<file path="src/rtl/fwbc_pkg.sv">
`default_nettype none

package fwbc_pkg;

	// number of slots in the cell row
	localparam int SLOTS = 16;

	// index width into the cell row, never below one bit
	localparam int IDX_W = (SLOTS > 1) ? $clog2(SLOTS) : 1;

	// field widths
	localparam int TAG_W  = 16;
	localparam int SLOT_W = 6;
	localparam int CNT_W  = 7;
	localparam int FUNC_W = 2;

	// slot count after reset
	localparam logic [CNT_W-1:0] SLOTS_RST = 7'd16;

	// request function codes
	localparam logic [FUNC_W-1:0] FUNC_WRITE = 2'd0;
	localparam logic [FUNC_W-1:0] FUNC_FLUSH = 2'd1;
	localparam logic [FUNC_W-1:0] FUNC_INVAL = 2'd2;

	// register indexes
	localparam logic REG_ENABLE = 1'b0;
	localparam logic REG_SLOTS  = 1'b1;

	// control broadcast from the sequencer to every cell
	typedef struct packed {
		logic             scan;   // token picks the selected cell
		logic             start;  // load pending flags, token into cell 0
		logic             adv;    // token moves one cell on
		logic             wr;     // fill the head cell with blk
		logic             inval;  // clear every valid bit
		logic [CNT_W-1:0] n;      // effective slot count
		logic [IDX_W-1:0] head;   // slot selected outside a scan
		logic [TAG_W-1:0] blk;    // block number under compare
	} ctl_t;

	// status returned by each cell, or-reduced over the row
	typedef struct packed {
		logic             v_en;      // valid and in range
		logic             match;     // valid, in range, tag equal
		logic             others;    // pending and not holding the token
		logic             sel_valid; // selected and valid
		logic             sel_pend;  // selected and pending
		logic [TAG_W-1:0] sel_tag;   // tag of a selected valid cell, else zero
		logic [IDX_W-1:0] sel_idx;   // index of the selected cell, else zero
	} stat_t;

endpackage

`default_nettype wire

</file>
<file path="src/rtl/fwbc_cell.sv">
`default_nettype none

module fwbc_cell (
	input  wire                      clk,
	input  wire                      arst_n,
	input  wire [fwbc_pkg::IDX_W-1:0] idx,
	input  fwbc_pkg::ctl_t           ctl,
	input  wire                      tok_in,
	output logic                     tok_out,
	output fwbc_pkg::stat_t          stat
);

	logic                       valid_q;
	logic [fwbc_pkg::TAG_W-1:0] tag_q;
	logic                       pend_q;
	logic                       tok_q;
	logic                       en;
	logic                       sel;
	logic                       wr_me;

	// slot lies inside the count in use
	assign en    = fwbc_pkg::CNT_W'(idx) < ctl.n;
	assign sel   = ctl.scan ? tok_q : (idx == ctl.head);
	assign wr_me = ctl.wr && (idx == ctl.head);

	// valid bit
	always_ff @(posedge clk or negedge arst_n) begin
		if (!arst_n) begin
			valid_q <= 1'b0;
		end else if (ctl.inval) begin
			valid_q <= 1'b0;
		end else if (wr_me) begin
			valid_q <= 1'b1;
		end
	end

	// tag store, undefined until first fill
	always_ff @(posedge clk) begin
		if (wr_me) begin
			tag_q <= ctl.blk;
		end
	end

	// pending flag for a flush or invalidate walk, token handed along the row
	always_ff @(posedge clk or negedge arst_n) begin
		if (!arst_n) begin
			pend_q <= 1'b0;
			tok_q  <= 1'b0;
		end else if (ctl.start) begin
			pend_q <= valid_q & en;
			tok_q  <= (idx == '0);
		end else if (ctl.adv) begin
			if (tok_q) begin
				pend_q <= 1'b0;
			end
			tok_q <= tok_in;
		end
	end

	assign tok_out = tok_q;

	// status to the sequencer
	always_comb begin
		stat.v_en      = valid_q & en;
		stat.match     = valid_q & en & (tag_q == ctl.blk);
		stat.others    = pend_q & ~tok_q;
		stat.sel_valid = sel & valid_q;
		stat.sel_pend  = sel & pend_q;
		stat.sel_tag   = (sel & valid_q) ? tag_q : '0;
		stat.sel_idx   = sel ? idx : '0;
	end

endmodule

`default_nettype wire

</file>
<file path="src/rtl/fifo_write_back_block_cache_top.sv">
`default_nettype none

// channel  | direction | accepted when        | contents
// s_       | in        | s_tvalid & s_tready  | request: func, block number
// m_       | out       | m_tvalid & m_tready  | result: slot, write-back tag, flags
// apb      | in        | psel&penable&pwrite  | cache_enable, slots_in_use
//
// a write request: accept, then tag compare and result load once m_ is free
// flush and invalidate walk a token along the cell row up to the highest valid
// in-range slot, one cell a cycle unless a stalled result holds it
// requests with no result end at accept
// the block holds one request at a time; a stalled result holds the walk
// reset clears all valid bits at once, tags stay undefined until filled

module fifo_write_back_block_cache_top (
	input  wire        clk,
	input  wire        arst_n,
	// request in
	input  wire        s_tvalid,
	output logic       s_tready,
	input  wire [15:0] s_tdata,  // [15:0] blk_num
	input  wire [1:0]  s_tuser,  // [1:0] func
	// result out
	output logic       m_tvalid,
	input  wire        m_tready,
	output logic [23:0] m_tdata, // [5:0] slot, [21:6] writeback_block, [23:22] zero
	output logic [2:0] m_tuser,  // [0] bypass, [1] hit, [2] writeback
	output logic       m_tlast,
	// configuration
	input  wire        psel,
	input  wire        penable,
	input  wire        pwrite,
	input  wire [2:0]  paddr,
	input  wire [31:0] pwdata,
	output logic [31:0] prdata,
	output logic       pready
);

	localparam logic [1:0] ST_IDLE = 2'd0;
	localparam logic [1:0] ST_WR   = 2'd1;
	localparam logic [1:0] ST_SCAN = 2'd2;

	logic [1:0]                      state_q;
	logic [fwbc_pkg::FUNC_W-1:0]     func_q;
	logic [fwbc_pkg::TAG_W-1:0]      blk_q;
	logic [fwbc_pkg::IDX_W-1:0]      head_q;
	logic                            enable_q;
	logic [fwbc_pkg::CNT_W-1:0]      slots_q;

	logic                            mv_q;
	logic                            byp_q;
	logic                            hit_q;
	logic                            wb_q;
	logic [fwbc_pkg::SLOT_W-1:0]     slot_q;
	logic [fwbc_pkg::TAG_W-1:0]      wbb_q;
	logic                            last_q;

	fwbc_pkg::ctl_t                  ctl;
	fwbc_pkg::stat_t                 st [fwbc_pkg::SLOTS];
	logic [fwbc_pkg::SLOTS:0]        tok;
	logic [fwbc_pkg::SLOTS-1:0]      match_vec;
	logic [fwbc_pkg::SLOTS-1:0]      ven_vec;
	logic [fwbc_pkg::SLOTS-1:0]      tok_vec;

	logic                            any_match;
	logic                            any_ven;
	logic                            others;
	logic                            sel_valid;
	logic                            sel_pend;
	logic [fwbc_pkg::TAG_W-1:0]      sel_tag;
	logic [fwbc_pkg::IDX_W-1:0]      sel_idx;
	logic [fwbc_pkg::IDX_W-1:0]      hit_idx;

	logic [fwbc_pkg::CNT_W-1:0]      n_eff;
	logic [fwbc_pkg::IDX_W-1:0]      h;
	logic [fwbc_pkg::CNT_W-1:0]      hp1;
	logic [fwbc_pkg::IDX_W-1:0]      head_nxt;

	logic                            s_acc;
	logic                            out_free;
	logic                            cfg_wr;

	// configuration registers
	assign pready = 1'b1;
	assign cfg_wr = psel & penable & pwrite & pready;

	always_ff @(posedge clk or negedge arst_n) begin
		if (!arst_n) begin
			enable_q <= 1'b0;
			slots_q  <= fwbc_pkg::SLOTS_RST;
		end else if (cfg_wr) begin
			unique case (paddr[2])
				fwbc_pkg::REG_ENABLE: enable_q <= pwdata[0];
				fwbc_pkg::REG_SLOTS:  slots_q  <= pwdata[fwbc_pkg::CNT_W-1:0];
				default: ;
			endcase
		end
	end

	always_comb begin
		unique case (paddr[2])
			fwbc_pkg::REG_ENABLE: prdata = {31'd0, enable_q};
			fwbc_pkg::REG_SLOTS:  prdata = {{(32 - fwbc_pkg::CNT_W){1'b0}}, slots_q};
			default:              prdata = '0;
		endcase
	end

	// effective count and fifo head
	always_comb begin
		if (slots_q == '0) begin
			n_eff = fwbc_pkg::CNT_W'(1);
		end else if (slots_q > fwbc_pkg::CNT_W'(fwbc_pkg::SLOTS)) begin
			n_eff = fwbc_pkg::CNT_W'(fwbc_pkg::SLOTS);
		end else begin
			n_eff = slots_q;
		end
		h        = (fwbc_pkg::CNT_W'(head_q) < n_eff) ? head_q : '0;
		hp1      = fwbc_pkg::CNT_W'(h) + fwbc_pkg::CNT_W'(1);
		head_nxt = (hp1 == n_eff) ? '0 : hp1[fwbc_pkg::IDX_W-1:0];
	end

	// row of cells
	assign tok[0] = 1'b0;

	for (genvar i = 0; i < fwbc_pkg::SLOTS; i++) begin : g_cell
		fwbc_cell u_cell (
			.clk     (clk),
			.arst_n  (arst_n),
			.idx     (fwbc_pkg::IDX_W'(i)),
			.ctl     (ctl),
			.tok_in  (tok[i]),
			.tok_out (tok[i+1]),
			.stat    (st[i])
		);
		assign match_vec[i] = st[i].match;
		assign ven_vec[i]   = st[i].v_en;
		assign tok_vec[i]   = tok[i+1];
	end

	// reduce the cell status
	always_comb begin
		others    = 1'b0;
		sel_valid = 1'b0;
		sel_pend  = 1'b0;
		sel_tag   = '0;
		sel_idx   = '0;
		for (int i = 0; i < fwbc_pkg::SLOTS; i++) begin
			others    = others | st[i].others;
			sel_valid = sel_valid | st[i].sel_valid;
			sel_pend  = sel_pend | st[i].sel_pend;
			sel_tag   = sel_tag | st[i].sel_tag;
			sel_idx   = sel_idx | st[i].sel_idx;
		end
	end

	assign any_match = |match_vec;
	assign any_ven   = |ven_vec;

	// lowest matching slot wins
	always_comb begin
		hit_idx = '0;
		for (int i = fwbc_pkg::SLOTS - 1; i >= 0; i--) begin
			if (match_vec[i]) begin
				hit_idx = fwbc_pkg::IDX_W'(i);
			end
		end
	end

	// handshake
	assign s_tready = (state_q == ST_IDLE);
	assign s_acc    = s_tvalid & s_tready;
	assign out_free = ~mv_q | m_tready;

	// sequencer control to the cells
	always_comb begin
		ctl.scan  = (state_q == ST_SCAN);
		ctl.start = 1'b0;
		ctl.adv   = 1'b0;
		ctl.wr    = 1'b0;
		ctl.inval = 1'b0;
		ctl.n     = n_eff;
		ctl.head  = h;
		ctl.blk   = blk_q;
		unique case (state_q)
			ST_IDLE: begin
				if (s_acc && enable_q &&
				    (s_tuser == fwbc_pkg::FUNC_FLUSH || s_tuser == fwbc_pkg::FUNC_INVAL)) begin
					if (any_ven) begin
						ctl.start = 1'b1;
					end else if (s_tuser == fwbc_pkg::FUNC_INVAL) begin
						ctl.inval = 1'b1;
					end
				end
			end
			ST_WR: begin
				ctl.wr = out_free & enable_q & ~any_match;
			end
			ST_SCAN: begin
				ctl.adv = ~sel_pend | out_free;
				ctl.inval = sel_pend & out_free & ~others &
				            (func_q == fwbc_pkg::FUNC_INVAL);
			end
			default: ;
		endcase
	end

	// state, request and head registers
	always_ff @(posedge clk or negedge arst_n) begin
		if (!arst_n) begin
			state_q <= ST_IDLE;
			head_q  <= '0;
			func_q  <= fwbc_pkg::FUNC_WRITE;
		end else begin
			unique case (state_q)
				ST_IDLE: begin
					if (s_acc) begin
						func_q <= s_tuser;
						if (s_tuser == fwbc_pkg::FUNC_WRITE) begin
							state_q <= ST_WR;
						end else if (ctl.start) begin
							state_q <= ST_SCAN;
						end
					end
				end
				ST_WR: begin
					if (out_free) begin
						state_q <= ST_IDLE;
					end
				end
				ST_SCAN: begin
					if (sel_pend && out_free && !others) begin
						state_q <= ST_IDLE;
					end
				end
				default: state_q <= ST_IDLE;
			endcase
			if (ctl.inval) begin
				head_q <= '0;
			end else if (ctl.wr) begin
				head_q <= head_nxt;
			end
		end
	end

	always_ff @(posedge clk) begin
		if (s_acc) begin
			blk_q <= s_tdata;
		end
	end

	// result register
	always_ff @(posedge clk or negedge arst_n) begin
		if (!arst_n) begin
			mv_q <= 1'b0;
		end else if ((state_q == ST_WR && out_free) ||
		             (state_q == ST_SCAN && sel_pend && out_free)) begin
			mv_q <= 1'b1;
		end else if (m_tready) begin
			mv_q <= 1'b0;
		end
	end

	always_ff @(posedge clk) begin
		if (state_q == ST_WR && out_free) begin
			last_q <= 1'b1;
			if (!enable_q) begin
				byp_q  <= 1'b1;
				hit_q  <= 1'b0;
				wb_q   <= 1'b0;
				slot_q <= '0;
				wbb_q  <= '0;
			end else if (any_match) begin
				byp_q  <= 1'b0;
				hit_q  <= 1'b1;
				wb_q   <= 1'b0;
				slot_q <= fwbc_pkg::SLOT_W'(hit_idx);
				wbb_q  <= '0;
			end else begin
				byp_q  <= 1'b0;
				hit_q  <= 1'b0;
				wb_q   <= sel_valid;
				slot_q <= fwbc_pkg::SLOT_W'(h);
				wbb_q  <= sel_tag;
			end
		end else if (state_q == ST_SCAN && sel_pend && out_free) begin
			byp_q  <= 1'b0;
			hit_q  <= 1'b0;
			wb_q   <= 1'b1;
			slot_q <= fwbc_pkg::SLOT_W'(sel_idx);
			wbb_q  <= sel_tag;
			last_q <= ~others;
		end
	end

	assign m_tvalid = mv_q;
	assign m_tdata  = {2'b00, wbb_q, slot_q};
	assign m_tuser  = {wb_q, hit_q, byp_q};
	assign m_tlast  = last_q;

	// at most one cell holds the token
	a_tok_onehot: assert property (@(posedge clk) disable iff (!arst_n)
		$onehot0(tok_vec))
		else $error("token held by more than one cell");

	// invalidate leaves no valid slot in range
	a_inval_empty: assert property (@(posedge clk) disable iff (!arst_n)
		ctl.inval |=> (ven_vec == '0))
		else $error("valid slot left after invalidate");

	// a hit never names a write-back or a bypass
	a_hit_no_wb: assert property (@(posedge clk) disable iff (!arst_n)
		(m_tvalid && m_tuser[1]) |-> (!m_tuser[2] && !m_tuser[0]))
		else $error("hit result with write-back or bypass");

	// a fill only happens on a write miss with a result slot free
	a_fill_ctx: assert property (@(posedge clk) disable iff (!arst_n)
		ctl.wr |-> (state_q == ST_WR && out_free && !any_match))
		else $error("fill outside a write miss");

endmodule

`default_nettype wire
</file>
<file path="config.mk">
export PLATFORM = sky130hd
export DESIGN_NAME = fifo_write_back_block_cache_top
export DESIGN_NICKNAME = d
export VERILOG_FILES = /design/src/rtl/fwbc_pkg.sv /design/src/rtl/fwbc_cell.sv /design/src/rtl/fifo_write_back_block_cache_top.sv
export SDC_FILE = /design/constraint.sdc
export NUM_CORES = 1
export LEC_CHECK = 0
export BUFFER_PORTS_ARGS = -buffer_cell sky130_fd_sc_hd__buf_2
export CORE_MARGIN = 10
export CORE_UTILIZATION = 50
export DETAILED_ROUTE_END_ITERATION = 16
export PLACE_DENSITY = 0.72
export SLEW_MARGIN = 30
export SYNTH_ARGS = -nofsm -noshare
export SYNTH_HDL_FRONTEND = slang
export SYNTH_HIERARCHICAL = 1
export SYNTH_SLANG_ARGS = --single-unit
</file>
<file path="constraint.sdc">
create_clock -name clk -period 10.2 [get_ports clk]
set_clock_uncertainty 0.15 [all_clocks]
set_input_delay 1.53 -clock clk [delete_from_list [all_inputs] [get_ports clk]]
set_output_delay 1.53 -clock clk [all_outputs]
set_load 0.02 [all_outputs]
</file>
==> impl_metrics.csv, run 1 <==
group,metric,value,unit
place,numPortBuffers,65,
route,drc,0,
cells_and_area,antenna_cells,0,
synth,synthTopCellsByArea,"edfxtp_1, xor2_1, dfrtp_1",
cells_and_area,nets,2690,
critical_path,start_kind,"flip-flop",
synth,yosys_most_used_dff,"edfxtp_1",
synth,avgSynthCellArea,9.900,sq um
critical_path,end_kind,"flip-flop",
outcome,status,"finished, final reports clean",
synth,synth_edf_count,295,
route,dr.pass1.iters,5,
die,start_util,50.65,%
cts,cts_root_buf,"clkbuf_16",
global_routing,antenna_found_initial,2,
die,die_y,229.1,um
cts,hold_buffers,0,
timing,max_slew_margin,36.87,%
power,vdd_drop_max,0.1292,mV
hold_path,hold_class,"flip-flop to flip-flop",
cts,cts_setup_buffers,0,
cts,cts_sinks,361,
timing,finalSetupViolations,0,
critical_path,critical_path_class,"flip-flop to flip-flop",
synth,synth_top_area_share,40.51,%
critical_path,path_cells,"nor3_4, nand2_1, ha_1, or3_1, a31oi_1, or4_1, and2_1, buf_4, xor2_1, nor4_2, mux2i_2, buf_4, nor2b_1, nor4_1, nand4_1, a21oi_4, buf_8, mux2i_1, o21ai_0",
cells_and_area,drive_above_1_share,10.48,%
power,post-layout-total-power,4891,uW
cts,cts_tree,"yes",
timing,tightestPinTransition,0.9470,ns
cts,cts-buffers-inserted,42,
power,p_leak,0.009463,uW
synth,ys_types,64,
place,hpwl,41.83,mm
die,core,0.04317,sq mm
timing,finalCriticalPeriod,5.965,ns
route,wl_per_cell,18.26,um
power,power_density,193.3,mW/mm^2
cts,cts_resized,0,
cells_and_area,final_common_cell,"nand2_1",
route,ant_nets,0,
die,die_area,0.05250,sq mm
timing,grt_setup_unrepaired,"no",
timing,max_freq,0.1676,GHz
synth,netlist_area,0.02187,sq mm
route,drt-total-wl,58.23,mm
critical_path,r2r_cells,19,
critical_path,path_max_fanout,22,
cts,clock_path_buffers,3,
timing,setup-tns-final,0,ns
critical_path,r2r-end,"g_cell[6].u_cell/tok_out",
synth,yosysWarnings,6,
global_routing,grt-ovfl-total,0,
route,avgViaCountPerCell,5.324,
cts,clkLatencyLatePin,0.57,ns
die,pin_count,123,
cells_and_area,post-route-util,58.59,%
synth,synthArstFlopShare,18.01,%
flow_run,maxCapViolations,0,
cells_and_area,mostFrequentLayoutCells,"nand2_1, xor2_1, conb_1",
die,num_rows,76,
synth,synth_seq_area_share,48.04,%
cts,clk_pin_slew,0.06,ns
hold_path,hold-path-cell-count,2,
critical_path,cp_common_cell,"buf_4",
timing,fin_crit_sh,58.48,%
synth,syn-instance-count,2209,
synth,yosys.area.top_type,"edfxtp_1",
critical_path,cp_data_arrival_time,6.24,ns
route,num_vias,16977,
cells_and_area,syn2layout_area_growth,15.67,%
critical_path,rrSetupSlack,4.23,ns
route,drt-initial-drc-count,1601,
global_routing,grt_use_total,21.54,%
die,die_width,229.1,um
global_routing,grt_max_degree,66,
critical_path,rr_startpoint,"slots_q[5]",
critical_path,required,10.47,ns
critical_path,cpMaxStageDelayCell,"nor4_1",
critical_path,crit_path_start,"slots_q[5]",
timing,hold_viol,0,
global_routing,grt_pass1_wl,91.05,mm
synth,ys_ff_latch,361,
cts,h-tree-depth,2,
cells_and_area,fillCellCount,3708,
hold_path,worstHoldEndpoint,"func_q[0]",
hold_path,hp-start,"func_q[0]",
global_routing,grt_pass1_vias,16374,
place,place_congestion,0.9346,
critical_path,cp_slowest_stage_delay,0.64,ns
timing,slew_viol_final,0,
-- state kept, by name (all words and copies together) (netlist names), 2 cells and up --
register,cells
g_cell.u_cell/tag_q,256
blk_q,16
g_cell.u_cell/pend_q,16
g_cell.u_cell/tok_out,16
g_cell.u_cell/valid_q,16
wbb_q,16
slots_q,7
head_q,4
slot_q,4
func_q,2
state_q,2
-- critical path, delay by kind of cell (launching register included) --
| kind | cells | cell delay [ns] |
|---|---|---|
| and+or+nand+nor | 9 | 2.56 |
| buffers and inverters | 3 | 0.93 |
| AOI/OAI and AO/OA | 3 | 0.89 |
| DFF | 1 | 0.42 |
| muxes | 2 | 0.36 |
| adders and majority gates | 1 | 0.25 |
| xor gates and xnor gates | 1 | 0.22 |
-- cells by family (layout without fill, tap and decap cells) --
| kind of cell | count (synthesis) | after routing | synth area share (%) |
|---|---|---|---|
| xor+xnor | 322 | 322 | 12.93 |
| compound gates | 164 | 164 | 5.001 |
| other cells | 2 | 319 | 0.03434 |
| buf+inv | 180 | 258 | 4.022 |
| fa+ha+maj | 54 | 54 | 3.090 |
| mux | 58 | 58 | 2.706 |
| simple gates | 1068 | 1068 | 24.17 |
| flops | 361 | 361 | 48.04 |
-- worst max-delay path by stage --
stage	to	slack, ns	depth (start not counted)
final	g_cell[6].u_cell/tok_out	4.23	19
after global routing	g_cell[0].u_cell/tok_out	3.88	19
after CTS	g_cell[1].u_cell/tok_out	4.30	19
after detailed placement	g_cell[1].u_cell/tok_out	4.32	19
after global placement	wbb_q[15]	4.18	17
after floorplan	g_cell[0].u_cell/tok_out	3.98	14
-- synthesized netlist by cell type (20+ instances only) --
library cell,count
nor2b_2,48
nor4_1,175
nor2b_1,65
nand2b_1,20
ha_1,54
mux2i_1,49
nand4_1,23
nor2_1,306
nor3_1,23
dfrtp_1,64
a21oi_1,25
nand2_1,340
and2_1,25
xor2_1,320
clkbuf_1,36
o21ai_0,38
buf_4,49
edfxtp_1,295
inv_1,75
-- cell type report --
type	count	area, sq um	share of cell area, %
Sequential cell	361	10510	41.54
Timing Repair Buffer	107	651.9	2.577
Multi-Input combinational cell	1985	11760	46.49
Tap cell	585	732.0	2.894
Inverter	79	296.5	1.172
Clock buffer	46	1087	4.299
Clock inverter	26	261.5	1.034
-- stage by stage --
step                      setup WS, ns  cell area (sq um)  hold WS, ns  std cells
final                            4.235              25290       0.3393       3189
after global routing             3.881              25290       0.3780       3189
after CTS                        4.300              25290       0.3466       3189
after detailed placement         4.319              23940       0.3338       3117
after global placement           4.184              23920       0.3145       3116
after floorplan                  3.977              23060       0.2912       2526
-- power by group --
group	internal [uW]	switching [uW]	leakage [uW]
Clock	891	610	0.000661
Combinational	489	939	0.00526
Sequential	1750	206	0.00354
-- routing by layer --
metal / global-route usage, % / part of all wire, % / vias up
li1: - / - / 8066
met1: 28.44 / 43 / 8169
met2: 34.85 / 47 / 629
met3: 3.424 / 6.6 / 111
met4: 8.670 / 3.6 / 2
met5: 0 / 0.022 / -
(Power assumes the default switching activity.)
==> run 2: changes to the inputs <==
- ABC_AREA: default -> 1
- clock period: 10.2 -> 5.7 ns (I/O delays scaled with it)
==> run 2 against run 1 <==
Against the previous run:
- flip-flop and latch count is the same
- maximum frequency grew 25%
- via count grew 25%
- global-route usage shrank 0.57 points
- setup slack lost 3.3 ns
- hold slack lost 0.10 ns
==> impl_metrics.csv, run 2 <==
group,metric,value,unit
synth,yosys.area.top_type,"edfxtp_1",
cts,cts_resized,0,
cells_and_area,syn2layout_area_growth,15.12,%
timing,finalSetupViolations,0,
critical_path,path_delay_family,"simple AND/OR/NAND/NOR gates",
route,drt-total-wl,62.43,mm
critical_path,start_kind,"flip-flop",
power,post-layout-total-power,6177,uW
die,die_area,0.05882,sq mm
synth,synth_edf_count,295,
cells_and_area,post-route-util,58.22,%
critical_path,path_max_fanout,19,
power,vdd_drop_max,0.2168,mV
timing,hold_viol,0,
cells_and_area,drive_above_1_share,10.65,%
cts,cts-buffers-inserted,42,
cts,clock_path_buffers,3,
cts,cts_root_buf,"clkbuf_16",
global_routing,met2_usage,35.62,%
global_routing,grt-ovfl-total,0,
die,num_rows,81,
synth,netlist_area,0.02476,sq mm
timing,finalCriticalPeriod,4.786,ns
timing,grt_setup_unrepaired,"no",
route,ant_nets,0,
timing,max_freq,0.2090,GHz
global_routing,grt_max_degree,66,
global_routing,grt_busiest_layer,"met2",
route,wl_per_cell,13.47,um
die,start_util,50.58,%
cts,cts_tree,"yes",
place,numPortBuffers,65,
global_routing,antenna_found_initial,0,
synth,synthArstFlopShare,18.01,%
synth,synth_top_area_share,35.78,%
die,core,0.04895,sq mm
cells_and_area,nets,4052,
route,num_vias,21146,
place,hpwl,45.71,mm
place,dpl.cell_count,4557,
critical_path,cp_data_arrival_time,5.09,ns
power,power_density,216.7,mW/mm^2
synth,ys_ff_latch,361,
route,drc,0,
flow_run,maxCapViolations,0,
cts,hold_buffers,0,
route,drt-initial-drc-count,1528,
critical_path,critical_path_class,"flip-flop to flip-flop",
timing,setup-tns-final,0,ns
cts,cts_setup_buffers,0,
cts,clk_pin_slew,0.06,ns
timing,fin_crit_sh,83.96,%
cells_and_area,final_common_cell,"nand2_1",
power,p_comb_share,8.8,%
cells_and_area,antenna_cells,0,
outcome,status,"finished, final reports clean",
critical_path,end_kind,"flip-flop",
cells_and_area,regMostFlops,"g_cell.u_cell/tag_q",
global_routing,grt_pass1_vias,19865,
hold_path,hold_class,"primary input to asynchronous set/reset pin",
critical_path,required,6.01,ns
global_routing,grt_pass1_wl,100.4,mm
power,p_sw,1544,uW
timing,tightestPinTransition,0.9560,ns
die,pin_count,123,
die,die_width,242.5,um
cts,clkLatencyLatePin,0.60,ns
power,power_frac_clock,44.8,%
power,cell_internal_pwr,4633,uW
critical_path,cp_common_cell,"nand2_1",
cts,h-tree-depth,2,
synth,ys_types,43,
power,seqPwrFrac,46.3,%
timing,hold_slack,0.2361,ns
route,avgViaCountPerCell,4.562,
timing,max_slew_margin,35.68,%
global_routing,use_met3,3.131,%
power,p_leak,0.01507,uW
cells_and_area,largest_reg_flops,256,
timing,slew_viol_final,0,
global_routing,grtUsageMet1,27.00,%
critical_path,cp_slowest_stage_delay,0.47,ns
critical_path,cpMaxStageDelayCell,"inv_1",
synth,yosys-top-cells-count,"nand2_1, inv_1, nor2_1",
critical_path,crit_buf_inv,4,
power,p_sw_share,25.00,%
die,die_y,242.5,um
route,dr.pass1.iters,5,
synth,yosys_most_used_dff,"edfxtp_1",
synth,yosysWarnings,6,
cells_and_area,fillCellCount,4631,
cells_and_area,mostFrequentLayoutCells,"nand2_1, inv_1, nor2_1",
cells_and_area,final_cells,4635,
global_routing,grt_use_total,20.97,%
synth,avgSynthCellArea,7.017,sq um
cts,cts_sinks,361,
synth,synthMostInstantiatedCell,"nand2_1",
synth,syn-instance-count,3528,
place,place_congestion,0.8886,
synth,synthTopCellsByArea,"edfxtp_1, nand2_1, inv_1",
synth,synth_seq_area_share,42.44,%
-- run 2: cell count changes in the layout (fill, tap and decap cells not counted), moves of 22 or more --
cell     change
nor2_1     +119
nand2_2     +23
nor4_1      -63
nor2b_1     -65
inv_1      +761
nand2_1    +807
nor2b_2     -48
nand3_1     +87
xor2_1     -303
nor2_2     +162
a21oi_1     +48
and2_1      -22
mux2i_1     -33
-- run 2: routing by layer --
| metal | vias up | wire length, um | share of wire, % |
|---|---|---|---|
| met4 | 0 | 1826 | 2.9 |
| li1 | 11200 | - | - |
| met5 | - | 0 | 0 |
| met1 | 9401 | 27850 | 45 |
| met3 | 84 | 3526 | 5.6 |
| met2 | 461 | 29220 | 47 |
-- run 2: metrics by stage --
step                setup WS [ns]  instance area, sq um
CTS                        0.7741                 28480
finish                     0.9142                 28500
global placement           0.8903                 27070
detailed placement         0.8130                 27070
floorplan                  0.4825                 25890
global route               0.4163                 28500
-- run 2: cell type report --
class / instances / area [sq um] / area share [%]
clock buffers: 51 / 1105 / 3.876
repair buffers: 117 / 764.5 / 2.682
well taps: 664 / 830.8 / 2.915
clock inverters: 26 / 302.8 / 1.062
multi-input cells: 2563 / 11790 / 41.37
flip-flops and latches: 361 / 10510 / 36.86
inverters: 853 / 3202 / 11.23
-- run 2: worst reg2reg max path, cell delays in order (launching register included) --
cell and delay [ns]:
dfrtp_1 0.41, nor2_1 0.17, nand3_1 0.12, nand2_2 0.12
nand2_1 0.11, ha_1 0.30, a21oi_1 0.16, nand2_2 0.08
nand2_4 0.10, nand3_2 0.12, inv_1 0.47, buf_4 0.32
inv_1 0.06, nand2_1 0.05, nand2_1 0.05, nor2_2 0.14
nand2_1 0.08, nand2_2 0.09, nand2_1 0.15, nor2_1 0.12
nor4_1 0.06, nand3_1 0.23, nand2_1 0.12, nor2_1 0.15
nand2_1 0.14, o32ai_4 0.28, buf_8 0.22, a21oi_1 0.07
-- run 2: path summary, 6_finish.rpt --
check,start,end,slack (ns),cells past startpoint
worst max-delay path,slots_q[1],g_cell[0].u_cell/valid_q,0.91,27
worst min-delay path,arst_n,slots_q[5],0.24,2
worst max register to register,slots_q[1],g_cell[0].u_cell/valid_q,0.91,27
worst min register to register,m_tlast,m_tlast,0.32,2
max in group asynchronous,arst_n,g_cell[7].u_cell/valid_q,4.68,2
min in group clk,s_tdata[0],blk_q[0],0.29,1
-- run 2: cells by family after synthesis --
kind of cell / Yosys count / synth area share, %
compound gates: 164 / 3.780
xor+xnor: 17 / 0.6014
fa+ha+maj: 54 / 2.729
buf+inv: 905 / 14.71
flops: 361 / 42.44
mux: 5 / 0.2274
other cells: 2 / 0.03033
simple gates: 2020 / 35.48
-- run 2: power by group through the flow --
stage                     logic [uW]  clock network, uW  registers, uW
after CTS                        537               2830           2860
after global placement           525                  0           2910
after floorplan                  417                  0           2910
final                            547               2770           2860
after detailed placement         535                  0           2920
after global routing             625               2920           2860
==> run 3: changes to the inputs <==
- PLACE_DENSITY: 0.72 -> 0.75
- clock period: 5.7 -> 4.1 ns (I/O delays scaled with it)
==> run 3 against run 2 <==
Against the previous run:
- the flow now finishes with violations (negative setup slack)
- total power rose by 39%
- clock-buffer cell count is the same
- sequential share of layout area fell by 3.5 points
- hold slack got worse by 0.17 ns
- combinational power is 86% higher
- final area is 11% higher
- via count is 7.3% higher
- critical endpoint is now g_cell[10].u_cell/valid_q
- highest routed layer unchanged
==> impl_metrics.csv, run 3 (synthesized netlist as in run 2, its figures left out) <==
group,metric,value,unit
outcome,status,"complete, but fails checks",
outcome,violations,"negative setup slack",
cells_and_area,fillCellCount,4090,
cells_and_area,largest_reg_flops,256,
route,ant_nets,0,
cts,cts_root_buf,"clkbuf_16",
route,num_vias,22686,
critical_path,cp_common_cell,"nand2_1",
timing,setup-tns-final,-4.960,ns
timing,hold_viol,0,
global_routing,grt_pass1_vias,20998,
critical_path,cp_data_arrival_time,4.57,ns
die,core,0.04895,sq mm
power,p_sw,2193,uW
cells_and_area,post-route-util,64.34,%
critical_path,path_max_fanout,8,
timing,slew_viol_final,0,
cts,clock_path_buffers,3,
timing,tightestPinTransition,0.8024,ns
power,power_frac_clock,41.6,%
timing,max_slew_margin,46.01,%
cells_and_area,antenna_cells,0,
cts,cts_tree,"yes",
global_routing,grt_use_total,21.31,%
cts,cts_sinks,361,
die,pin_count,123,
route,drt-total-wl,67.90,mm
global_routing,grt_max_degree,49,
power,p_leak,0.01632,uW
place,numPortBuffers,65,
global_routing,grt_pass1_wl,103.3,mm
cts,clk_pin_slew,0.06,ns
critical_path,critical_path_class,"flip-flop to flip-flop",
critical_path,end_kind,"flip-flop",
power,vdd_drop_max,0.2857,mV
place,hpwl,47.23,mm
timing,max_freq,0.2343,GHz
cells_and_area,final_common_cell,"nand2_1",
cts,h-tree-depth,2,
power,cell_internal_pwr,6364,uW
timing,fin_crit_sh,104.1,%
cells_and_area,drive_above_1_share,18.32,%
hold_path,hp-start,"s_tdata[14]",
critical_path,cp_slowest_stage_delay,0.40,ns
critical_path,required,4.40,ns
cells_and_area,syn2layout_area_growth,27.21,%
timing,finalSetupViolations,64,
timing,hold_slack,0.06525,ns
hold_path,hold_class,"primary input to flip-flop",
die,start_util,50.58,%
power,power_density,271.7,mW/mm^2
route,wl_per_cell,14.01,um
route,drt-initial-drc-count,1737,
cells_and_area,design_area,0.03149,sq mm
power,p_comb_share,11.9,%
global_routing,grt-ovfl-total,0,
cells_and_area,nets,4266,
place,placed_area,0.02894,sq mm
timing,finalCriticalPeriod,4.268,ns
cells_and_area,regMostFlops,"g_cell.u_cell/tag_q",
critical_path,start_kind,"flip-flop",
cells_and_area,mostFrequentLayoutCells,"nand2_1, inv_1, nor2_1",
critical_path,crit_path_start,"slots_q[6]",
route,avgViaCountPerCell,4.681,
power,seqPwrFrac,46.5,%
critical_path,rr_startpoint,"slots_q[6]",
cts,clkLatencyLatePin,0.58,ns
die,die_area,0.05882,sq mm
power,p_sw_share,25.62,%
flow_run,maxCapViolations,0,
route,dr.pass1.iters,6,
global_routing,antenna_found_initial,0,
cts,cts-buffers-inserted,41,
place,preCtsSetupSlack,-0.1275,ns
die,die_width,242.5,um
timing,grt_setup_unrepaired,"yes",
die,die_y,242.5,um
route,drc,0,
die,num_rows,81,
timing,layout_setup_ws,-0.1679,ns
critical_path,cpMaxStageDelayCell,"dfrtp_1",
place,place_congestion,0.8891,
[run 3: area by class of cell]
cell class                      count  area, sq um  share of cell area [%]
Multi-Input combinational cell   2564        12520                   39.77
Sequential cell                   361        10510                   33.36
Inverter                          853         3217                   10.21
Timing Repair Buffer              331         3144                   9.984
Clock buffer                       51         1085                   3.444
Tap cell                          664        830.8                   2.638
Clock inverter                     22        186.4                  0.5920
[run 3: path summary, 6_finish.rpt]
path | cells past startpoint | slack, ns | to
worst min-delay path | 1 | 0.07 | blk_q[14]
worst min register to register | 2 | 0.35 | func_q[1]
min in group asynchronous | 2 | 0.45 | g_cell[15].u_cell/pend_q
worst max register to register | 30 | -0.17 | g_cell[10].u_cell/valid_q
worst max-delay path | 30 | -0.17 | g_cell[10].u_cell/valid_q
max in group asynchronous | 3 | 2.29 | g_cell[3].u_cell/valid_q
[run 3: through the flow]
step	power (uW)	std cells
detailed placement	4953	4717
finish	8557	4846
CTS	8507	4794
floorplan	4649	3829
global placement	4932	4717
global route	8872	4846
[run 3: timing repair]
action / 4_1_cts / 5_1_grt
cloned: 1 / 7
hold buffers: 1 / 0
setup buffers: 2 / 45
pin swaps: 2 / 63
setup endpoints to repair: 300 / 353
gates resized for setup: 12 / 171
hold endpoints to repair: 24 / 0
[run 3: metal layers]
| layer | track usage (%) | share of wire [%] | wire length (um) |
|---|---|---|---|
| met5 | 0 | 0 | 0 |
| met4 | 8.397 | 4.5 | 3024 |
| met3 | 2.932 | 6.1 | 4151 |
| met2 | 36.63 | 47 | 31980 |
| met1 | 26.59 | 42 | 28750 |
[run 3: critical path: cells and delay by family (launching register included)]
family          cells  cell delay [ns]
compound gates      2             0.28
fa+ha+maj           1             0.28
flops               1             0.40
simple gates       19             1.89
buf+inv             8             1.12
[run 3: power by group through the flow]
stage | Combinational, uW | Clock, uW | Sequential (uW)
after CTS | 915 | 3620 | 3970
after global routing | 1130 | 3760 | 3980
after global placement | 885 | 0 | 4050
after floorplan | 604 | 0 | 4050
final | 1020 | 3560 | 3980
after detailed placement | 905 | 0 | 4050
